## src/sv/spa_pkg.sv

```systemverilog
// spa_pkg: types and constants for the sparse polynomial arithmetic block.
// No dependencies.
package spa_pkg;

    typedef enum logic [2:0] {
        OP_LOAD_FIRST  = 3'd0,
        OP_LOAD_SECOND = 3'd1,
        OP_ADD         = 3'd2,
        OP_SUB         = 3'd3,
        OP_MUL         = 3'd4
    } op_t;

    typedef enum logic [3:0] {
        ST_IDLE,
        ST_GEN_RD,
        ST_GEN_MUL,
        ST_GEN_WR,
        ST_SORT_RD,
        ST_SORT_CMP,
        ST_EMIT_RD,
        ST_EMIT_ACC,
        ST_EMIT_OUT,
        ST_EMPTY_OUT
    } state_t;

    localparam int EXP_W  = 15;
    localparam int COEF_W = 32;
    localparam int REXP_W = 16;
    // products reach 47 bits; up to 1024 of them can merge into one term
    localparam int SUM_W  = 64;

    typedef struct packed {
        logic load_first;
        logic load_second;
        logic gen_start;
        logic gen_step;
        logic gen_write;
        logic sort_start;
        logic sort_read;
        logic sort_cmp;
        logic emit_start;
        logic emit_read;
        logic emit_acc;
        logic emit_out;
        logic empty_out;
        logic clear_counts;
    } cmd_t;

    typedef struct packed {
        logic gen_done;
        logic work_empty;
        logic sort_done;
        logic emit_done;
        logic out_taken;
    } status_t;

endpackage

```

## src/sv/spa_ctrl.sv

```systemverilog
// spa_ctrl: command sequencer for load, generate, sort and merge phases.
// Depends on spa_pkg.
module spa_ctrl (
    input  logic             clk,
    input  logic             rst_n,
    input  logic             in_valid,
    input  logic [2:0]       in_op,
    output logic             in_ready,
    input  spa_pkg::status_t status,
    output spa_pkg::cmd_t    cmd
);
    import spa_pkg::*;

    state_t state_reg, state_next;

    always_ff @(posedge clk or negedge rst_n)
    begin
        if (!rst_n)
            state_reg <= ST_IDLE;
        else
            state_reg <= state_next;
    end

    wire is_cmd = in_op == OP_ADD || in_op == OP_SUB || in_op == OP_MUL;

    always_comb
    begin
        state_next = state_reg;
        unique case (state_reg)
            ST_IDLE:      if (in_valid && is_cmd) state_next = ST_GEN_RD;
            ST_GEN_RD:    state_next = status.gen_done ?
                              (status.work_empty ? ST_EMPTY_OUT : ST_SORT_RD) : ST_GEN_MUL;
            ST_GEN_MUL:   state_next = ST_GEN_WR;
            ST_GEN_WR:    state_next = ST_GEN_RD;
            ST_SORT_RD:   state_next = status.sort_done ? ST_EMIT_RD : ST_SORT_CMP;
            ST_SORT_CMP:  state_next = ST_SORT_RD;
            ST_EMIT_RD:   state_next = ST_EMIT_ACC;
            ST_EMIT_ACC:  state_next = status.emit_done ? ST_EMIT_OUT : ST_EMIT_ACC;
            ST_EMIT_OUT:  if (status.out_taken) state_next = ST_EMIT_RD;
            ST_EMPTY_OUT: if (status.out_taken) state_next = ST_IDLE;
            default:      state_next = ST_IDLE;
        endcase
        if (state_reg == ST_EMIT_OUT && status.out_taken && status.sort_done)
            state_next = ST_IDLE;
    end

    always_comb
    begin
        cmd = '0;
        in_ready = 1'b0;
        unique case (state_reg)
            ST_IDLE:
            begin
                in_ready = 1'b1;
                cmd.load_first  = in_valid && in_op == OP_LOAD_FIRST;
                cmd.load_second = in_valid && in_op == OP_LOAD_SECOND;
                cmd.gen_start   = in_valid && is_cmd;
            end
            ST_GEN_RD:    cmd.gen_step = 1'b1;
            ST_GEN_MUL:   ;
            ST_GEN_WR:
            begin
                cmd.gen_write = 1'b1;
                cmd.clear_counts = 1'b0;
            end
            ST_SORT_RD:
            begin
                cmd.sort_read = 1'b1;
                cmd.clear_counts = status.sort_done;
                cmd.emit_start = status.sort_done;
            end
            ST_SORT_CMP:  cmd.sort_cmp = 1'b1;
            ST_EMIT_RD:   cmd.emit_read = 1'b1;
            ST_EMIT_ACC:  cmd.emit_acc = 1'b1;
            ST_EMIT_OUT:  cmd.emit_out = 1'b1;
            ST_EMPTY_OUT:
            begin
                cmd.empty_out = 1'b1;
                cmd.clear_counts = 1'b1;
            end
            default:      ;
        endcase
        if (state_reg == ST_GEN_RD && status.gen_done && !status.work_empty)
            cmd.sort_start = 1'b1;
    end
endmodule

```

## config.mk

```make
export PLATFORM = sky130hd
export DESIGN_NAME = spa_ctrl
export DESIGN_NICKNAME = d
export VERILOG_FILES = /design/src/sv/spa_pkg.sv /design/src/sv/spa_ctrl.sv
export SDC_FILE = /design/constraint.sdc
export NUM_CORES = 1
export LEC_CHECK = 0
export BUFFER_PORTS_ARGS = -buffer_cell sky130_fd_sc_hd__buf_2
export CORE_AREA = 2 2 39 41
export DETAILED_ROUTE_END_ITERATION = 16
export DIE_AREA = 0 0 41 43
export HOLD_SLACK_MARGIN = 0.06
export PLACE_DENSITY = 0.69
export SLEW_MARGIN = 40
export SYNTH_ARGS = -nofsm -noshare
export SYNTH_HDL_FRONTEND = slang
export SYNTH_SLANG_ARGS = --single-unit
```

## constraint.sdc

```tcl
create_clock -name clk -period 1.5 [get_ports clk]
set_input_delay 0.075 -clock clk [delete_from_list [all_inputs] [get_ports clk]]
set_output_delay 0.075 -clock clk [all_outputs]
set_load 0.1 [all_outputs]
```

Word-level counts from Yosys, hierarchy flattened
Cells that the tools add are included.
{ "classes": {"eq_ne": 16, "n_mux": 22, "n_reduce_logical": 13} }
{ "op_table": {"columns": ["op", "count"], "rows": [
  ["4-bit one-hot mux with 10 select lines", 1],
  ["4-bit two-way mux", 7],
  ["4-bit by 3-bit equality test with 1-bit output, second input constant", 4],
  ["1-bit two-way mux", 11],
  ["4-bit by 2-bit equality test with 1-bit output, second input constant", 2],
  ["4-bit equality test, second input constant", 2],
  ["1-bit logical AND", 7],
  ["3-bit by 2-bit equality test with 1-bit output, second input constant", 2],
  ["3-bit inequality test, second input constant", 2],
  ["4-bit by 1-bit equality test with 1-bit output, second input constant", 1],
  ["4-bit zero test", 1],
  ["3-bit by 1-bit equality test with 1-bit output, second input constant", 1],
  ["3-bit equality test, second input constant", 1],
  ["3-bit zero test", 1],
  ["3-bit two-way mux", 1],
  ["3-bit by 2-bit inequality test with 1-bit output, second input constant", 1],
  ["3-bit AND reduction", 1],
  ["1-bit logical OR", 2],
  ["2-bit two-way mux", 1],
  ["1-bit one-hot mux with 2 select lines", 1],
  ["1-bit zero test", 1]
]} }
{ "totals": {"reg_bits": 4, "word_cells": 52} }

Logic depth before layout (Yosys ltp)
Gate-level depths: netlist of the first run.
{ "logic_depth": {"ltp_word": 7, "mapped_depth": 5} }

Worst setup path before layout of the first run
OpenSTA, ideal clock, no wires.
{ "synth_path": {"path_kind": "flip-flop to output port", "start": "register state_reg[3]", "end": "output cmd[5] (netlist bit)", "t_arrival_ns": 3.734, "path_slack_ns": -2.309, "stages_incl_launch_ff": 5, "path_cell_list": "dfrtp_1 > buf_2 > nand2b_1 > nor3_1 > and2_1"} }
{ "synth_lines": {"columns": ["item", "line_no", "text"], "rows": [
  ["start: declaration", "spa_ctrl.sv:14", "state_t state_reg, state_next;"],
  ["start signal: assignment", "spa_ctrl.sv:21", "state_reg <= state_next;"],
  ["end: declaration", "spa_ctrl.sv:10", "output spa_pkg::cmd_t cmd"]
]} }

==> impl_metrics.json, run 1 <==
{
  "regToRegSetupSlack_ns": -0.14,
  "synth-adder-area-share_pct": 0,
  "synth_xor_area_share_pct": 0,
  "failed_checks": "negative setup slack",
  "die_height_um": 43,
  "worstHoldEndpoint": "state_reg[0]$_DFFE_PN0P_",
  "min_period_ns": 1.84,
  "worstHoldStart": "status[0]",
  "numCtsBuffers": 3,
  "final_util_pct": 93.8,
  "p_comb_share_pct": 88.2,
  "p_sw_mw": 1.42,
  "grt_max_degree": 13,
  "rsz0062_at_grt": "yes",
  "antenna_found_initial": 0,
  "die_area_sq_um": 1760,
  "largest_reg_flops": 4,
  "clk_pin_slew_ns": 0.04,
  "leakagePower_nw": 0.540,
  "r2r_start": "state_reg[1]$_DFFE_PN0P_",
  "holdWs_ns": 0.105,
  "start_kind": "flip-flop",
  "synth-simple-area-share_pct": 49.9,
  "swShare_pct": 51.7,
  "first_pass_iters": 4,
  "irDropWorstVdd_uv": 1470,
  "first_global_vias": 618,
  "clock_sinks": 4,
  "required_ns": 1.42,
  "grt_usage_pct": 20.4,
  "p_int_mw": 1.33,
  "yosys-top-cells-area": "dfrtp_1 23%, nand2b_1 9.9%, nor4b_2 6.8%",
  "worstSetupPathType": "reg -> out",
  "grt_pass1_wl_mm": 2.52,
  "worst_slew_pin_slew_ns": 0.296,
  "fin_skew_ns": 0.00202,
  "clock_path_buffers": 2,
  "synth-seq-cells": 4,
  "synth_warnings": 0,
  "synth_area_per_cell_sq_um": 7.53,
  "cts_tree": "built",
  "syn_area_sq_um": 444,
  "hold_viol_final": 0,
  "grt_overflow": 0,
  "yosysUniqueCellTypes": 25,
  "drt_wl_total_mm": 2.58,
  "worstReg2RegEnd": "state_reg[0]$_DFFE_PN0P_",
  "yosysSeqAreaShare_pct": 22.5,
  "synth_top_cell_by_area": "dfrtp_1",
  "fin_ws_ns": -0.340,
  "slew_viol_final": 0,
  "ff2ff_path_depth": 4,
  "power_mw": 2.75,
  "post-route-period-util_pct": 123,
  "synth_top_family_by_area": "simple AND/OR/NAND/NOR gates",
  "whs_path_depth": 2,
  "post_drt_via_cell_ratio": 5.73,
  "setup_tns_ns": -2.05,
  "drive_gt1_share_pct": 73.2,
  "start_util_pct": 32.1,
  "vias": 734,
  "stdcell_count": 128,
  "cts.htree.levels": 1,
  "postSynthCellCount": 59,
  "synth.mux.area_fraction_pct": 0,
  "fp.dieW_um": 41,
  "max_cap_viol_count": 0,
  "worstPathArrival_ns": 1.77,
  "root_buffer": "clkbuf_4",
  "clk-insertion-delay-late_ns": 0.24,
  "synth_top_area_share_pct": 22.5,
  "place_congestion": 0.771,
  "core_area_sq_um": 1380,
  "synth-compound-area-share_pct": 21.4,
  "setup_viol": 17,
  "numPortBuffers": 25,
  "num_rows": 14,
  "io_pins": 26,
  "dp.cells": 106,
  "fmax_mhz": 543,
  "antenna_left": 0,
  "share_seq_of_total_power_pct": 6.4,
  "end_kind": "output port",
  "post_drt_wl_per_cell_um": 20.1,
  "fin_nets": 125,
  "dp_hpwl_mm": 1.11,
  "diodes": 0,
  "power.density_nw_per_um2": 2120,
  "area_growth_pct": 192,
  "status": "finished with violations",
  "remaining_drc_errors": 0,
  "max-slew-margin-rel_pct": 80.2,
  "syn_nets": 70,
  "clkPwrFrac_pct": 5.4,
  "initialDrtViolationCount": 15,
  "critPathMaxFanout": 4,
  "hp-class": "in -> reg"
}
critical path: stages, from the launching register on:
cell and delay (ns):
dfrtp_1 0.40, or4_4 0.59, nor4b_4 0.33, buf_12 0.21
synth_stat cells:
cell and count:
nand2b_1 7, nor2_1 6, a21oi_1 5, nand2_1 5, buf_2 4, dfrtp_1 4, nor3_1 4, nand3b_1 3
and2_1 2, inv_1 2, nor4b_2 2, o21ai_2 2, a21boi_0 1, a31oi_1 1, and3_1 1, nand3_1 1
nor4_2 1, o21a_1 1, o21bai_1 1, o22ai_1 1, o311ai_0 1, o32ai_1 1, or3_1 1, or4_4 1
or4b_1 1
cell families after synthesis:
kind of cell | count (synthesis)
DFF | 4
AOI/OAI and AO/OA | 14
buffers and inverters | 6
and+or+nand+nor | 35
routing by layer:
metal / part of all wire [%] / track usage, % / routed length [um] / up-vias
li1: - / - / - / 324
met1: 38 / 23.6 / 990 / 357
met2: 53 / 37.5 / 1370 / 42
met3: 6.2 / 3.66 / 159 / 11
met4: 2.2 / 2.00 / 58 / 0
met5: 0 / 0 / 0 / -
power groups by stage:
stage               logic (mW)  registers (mW)  clock network, mW
floorplan                 1.17           0.178                  0
global placement          1.75           0.163                  0
detailed placement        1.77           0.166                  0
CTS                       2.07           0.168              0.132
global route              2.50           0.175              0.145
finish                    2.43           0.175              0.148
worst max path at each step:
| stage | slack [ns] | cells past startpoint | end | startpoint |
|---|---|---|---|---|
| 4_1_cts | -0.32 | 3 | cmd[12] | state_reg[0]$_DFFE_PN0P_ |
| 2_1_floorplan | -0.77 | 3 | cmd[8] | state_reg[3]$_DFFE_PN0P_ |
| 5_1_grt | -0.35 | 3 | cmd[12] | state_reg[0]$_DFFE_PN0P_ |
| 6_report | -0.34 | 3 | cmd[12] | state_reg[1]$_DFFE_PN0P_ |
| 3_3_place_gp | -0.06 | 3 | cmd[12] | state_reg[0]$_DFFE_PN0P_ |
| 3_5_place_dp | -0.08 | 3 | cmd[12] | state_reg[0]$_DFFE_PN0P_ |
layout make-up:
class	instances	area, sq um
clock buffers	3	22.5
inverters	2	11.3
fillers	44	86.3
multi-input cells	49	479
flip-flops and latches	4	100
well taps	16	20.0
repair buffers	54	664
cells in the final DEF, fill, tap and decap left out, types with 2 or more instances in the layout:
cell type | synthesis | layout
a21oi_1 | 5 | 4
and2_4 | 0 | 2
buf_12 | 0 | 17
buf_2 | 4 | 10
buf_4 | 0 | 16
buf_6 | 0 | 7
clkbuf_16 | 0 | 2
clkbuf_4 | 0 | 3
dfrtp_1 | 4 | 4
nand2_1 | 5 | 3
nand2b_1 | 7 | 4
nand2b_4 | 0 | 3
nand3b_1 | 3 | 3
nor2_4 | 0 | 5
nor3_4 | 0 | 3
nor4b_4 | 0 | 2
o21ai_2 | 2 | 2
timing repair:
item                                   in CTS  in global routing
resized for setup                          24                  6
hold buffers                                1                  0
setup endpoints to repair                  14                 17
setup buffers                               6                 11
endpoints found under the hold margin       4                  0
pin swaps                                   9                 10
gates cloned                                0                  2
per-stage QoR:
stage	area, sq um	worst slack, ns
final	1300	-0.340
after floorplan	561	-0.773
after global routing	1300	-0.352
after CTS	1150	-0.323
after detailed placement	977	-0.0792
after global placement	977	-0.0588
Power figures use the tool's default switching activity.
==> run 2, diff against run 1 <==
--- a/config.mk
+++ b/config.mk
@@ -10,6 +10,7 @@
 export DETAILED_ROUTE_END_ITERATION = 16
 export DIE_AREA = 0 0 41 43
 export HOLD_SLACK_MARGIN = 0.06
+export MAX_ROUTING_LAYER = met4
 export PLACE_DENSITY = 0.69
 export SLEW_MARGIN = 40
 export SYNTH_ARGS = -nofsm -noshare
==> run 2 against run 1 <==
  * Combinational power is essentially flat
  * Final area is the same
  * Non-clock buffer count is the same
  * Global-route usage grew 0.51 points
  * Largest power group unchanged
  * Fmax grew 0.26%
  * Register-to-register slack is essentially flat
  * Sequential power is essentially flat
  * Sequential share of layout area is the same
  * The flow still finishes with violations (negative setup slack)
  * Clock-buffer cell count is the same
  * Power shrank 0.32%
  * Final cell count is the same
==> impl_metrics.json, run 2 (synthesized netlist as in run 1, its figures left out) <==
{
  "cts.htree.levels": 1,
  "drt_wl_total_mm": 2.55,
  "whs_path_depth": 2,
  "power_mw": 2.74,
  "leakagePower_nw": 0.540,
  "rsz0062_at_grt": "yes",
  "fmax_mhz": 545,
  "antenna_left": 0,
  "grt_usage_pct": 20.9,
  "post-route-period-util_pct": 122,
  "die_area_sq_um": 1760,
  "worst_slew_pin_slew_ns": 0.296,
  "regToRegSetupSlack_ns": -0.13,
  "fp.dieW_um": 41,
  "clock_sinks": 4,
  "grt_overflow": 0,
  "fill_cells": 44,
  "required_ns": 1.42,
  "slew_viol_final": 0,
  "layout_commonest_cell": "buf_12",
  "pre_cts_ws_ns": -0.0792,
  "cts_tree": "built",
  "start_kind": "flip-flop",
  "ff2ff_path_depth": 4,
  "grt_max_degree": 13,
  "holdWs_ns": 0.104,
  "vias": 729,
  "num_rows": 14,
  "critPathMaxFanout": 4,
  "setup_viol": 17,
  "fin_nets": 125,
  "worstHoldStart": "status[0]",
  "post_drt_wl_per_cell_um": 19.9,
  "place_area_sq_um": 977,
  "core_area_sq_um": 1380,
  "final_cell_mix": "17 x buf_12, 16 x buf_4, 10 x buf_2",
  "min_period_ns": 1.84,
  "area_growth_pct": 192,
  "first_global_vias": 618,
  "initialDrtViolationCount": 15,
  "grt_pass1_wl_mm": 2.52,
  "fin_skew_ns": 0.00135,
  "clock_path_buffers": 2,
  "hp-class": "in -> reg",
  "power.density_nw_per_um2": 2110,
  "first_pass_iters": 4,
  "dp_hpwl_mm": 1.11,
  "final_area_sq_um": 1300,
  "place_congestion": 0.782,
  "remaining_drc_errors": 0,
  "worstHoldEndpoint": "state_reg[0]$_DFFE_PN0P_",
  "clk_pin_slew_ns": 0.04,
  "clk-insertion-delay-late_ns": 0.24,
  "fin_ws_ns": -0.335,
  "max-slew-margin-rel_pct": 80.3,
  "end_kind": "output port",
  "io_pins": 26,
  "multi_input_area_sq_um": 479,
  "numCtsBuffers": 3,
  "worstPathArrival_ns": 1.76,
  "irDropWorstVdd_uv": 1470,
  "max_cap_viol_count": 0,
  "r2r_start": "state_reg[1]$_DFFE_PN0P_",
  "largest_reg_flops": 4,
  "drive_gt1_share_pct": 73.2,
  "hold_viol_final": 0,
  "die_height_um": 43,
  "start_util_pct": 32.1,
  "status": "finished with violations",
  "seqCellArea_sq_um": 100,
  "numPortBuffers": 25,
  "failed_checks": "negative setup slack",
  "worstSetupPathType": "reg -> out",
  "worstReg2RegEnd": "state_reg[0]$_DFFE_PN0P_",
  "post_drt_via_cell_ratio": 5.70,
  "root_buffer": "clkbuf_4",
  "diodes": 0,
  "critPathLaunch": "state_reg[1]$_DFFE_PN0P_",
  "antenna_found_initial": 0
}
[run 2: cell counts in the layout (fill, tap and decap cells not counted)]
No cell type changed its count.
[run 2: area by class of cell]
| cell class | count | area share, % |
|---|---|---|
| repair buffers | 54 | 51.2 |
| multi-input cells | 49 | 36.9 |
| flip-flops and latches | 4 | 7.71 |
| inverters | 2 | 0.868 |
| clock buffers | 3 | 1.74 |
| well taps | 16 | 1.54 |
[run 2: what timing repair did]
action	CTS	global route
pin swaps	9	10
gates cloned	0	2
setup endpoints to repair	14	17
gates resized for setup	24	6
hold buffers	1	0
setup buffers	6	11
endpoints found under the hold margin	4	0
[run 2: metrics by stage]
step / setup TNS [ns] / cells / utilization, %
after floorplan: -6.21 / 59 / -
after global placement: -0.0751 / 106 / 70.6
after detailed placement: -0.154 / 106 / 70.6
after CTS: -1.86 / 116 / 83.4
after global routing: -2.42 / 128 / 93.8
final: -1.96 / 128 / 93.8
[run 2: worst max path at each step]
stage	endpoint
2_1_floorplan	cmd[8]
3_3_place_gp	cmd[12]
3_5_place_dp	cmd[12]
4_1_cts	cmd[12]
5_1_grt	cmd[12]
6_report	cmd[12]
[run 2: worst max-delay path, stage by stage (launching register included)]
cell and delay (ns):
dfrtp_1 0.39, or4_4 0.58, nor4b_4 0.33, buf_12 0.21
[run 2: routing by layer]
metal	GRT usage [%]	part of all wire [%]	vias up
met3	3.66	5.2	11
met4	2.00	2.0	0
met1	23.6	39	358
met2	37.5	54	36
li1	-	-	324
met5	-	0	-
[run 2: power by group]
group / switching (mW) / internal (mW)
registers: 0.0283 / 0.146
logic: 1.33 / 1.09
clock network: 0.0548 / 0.0903
total: 1.41 / 1.33
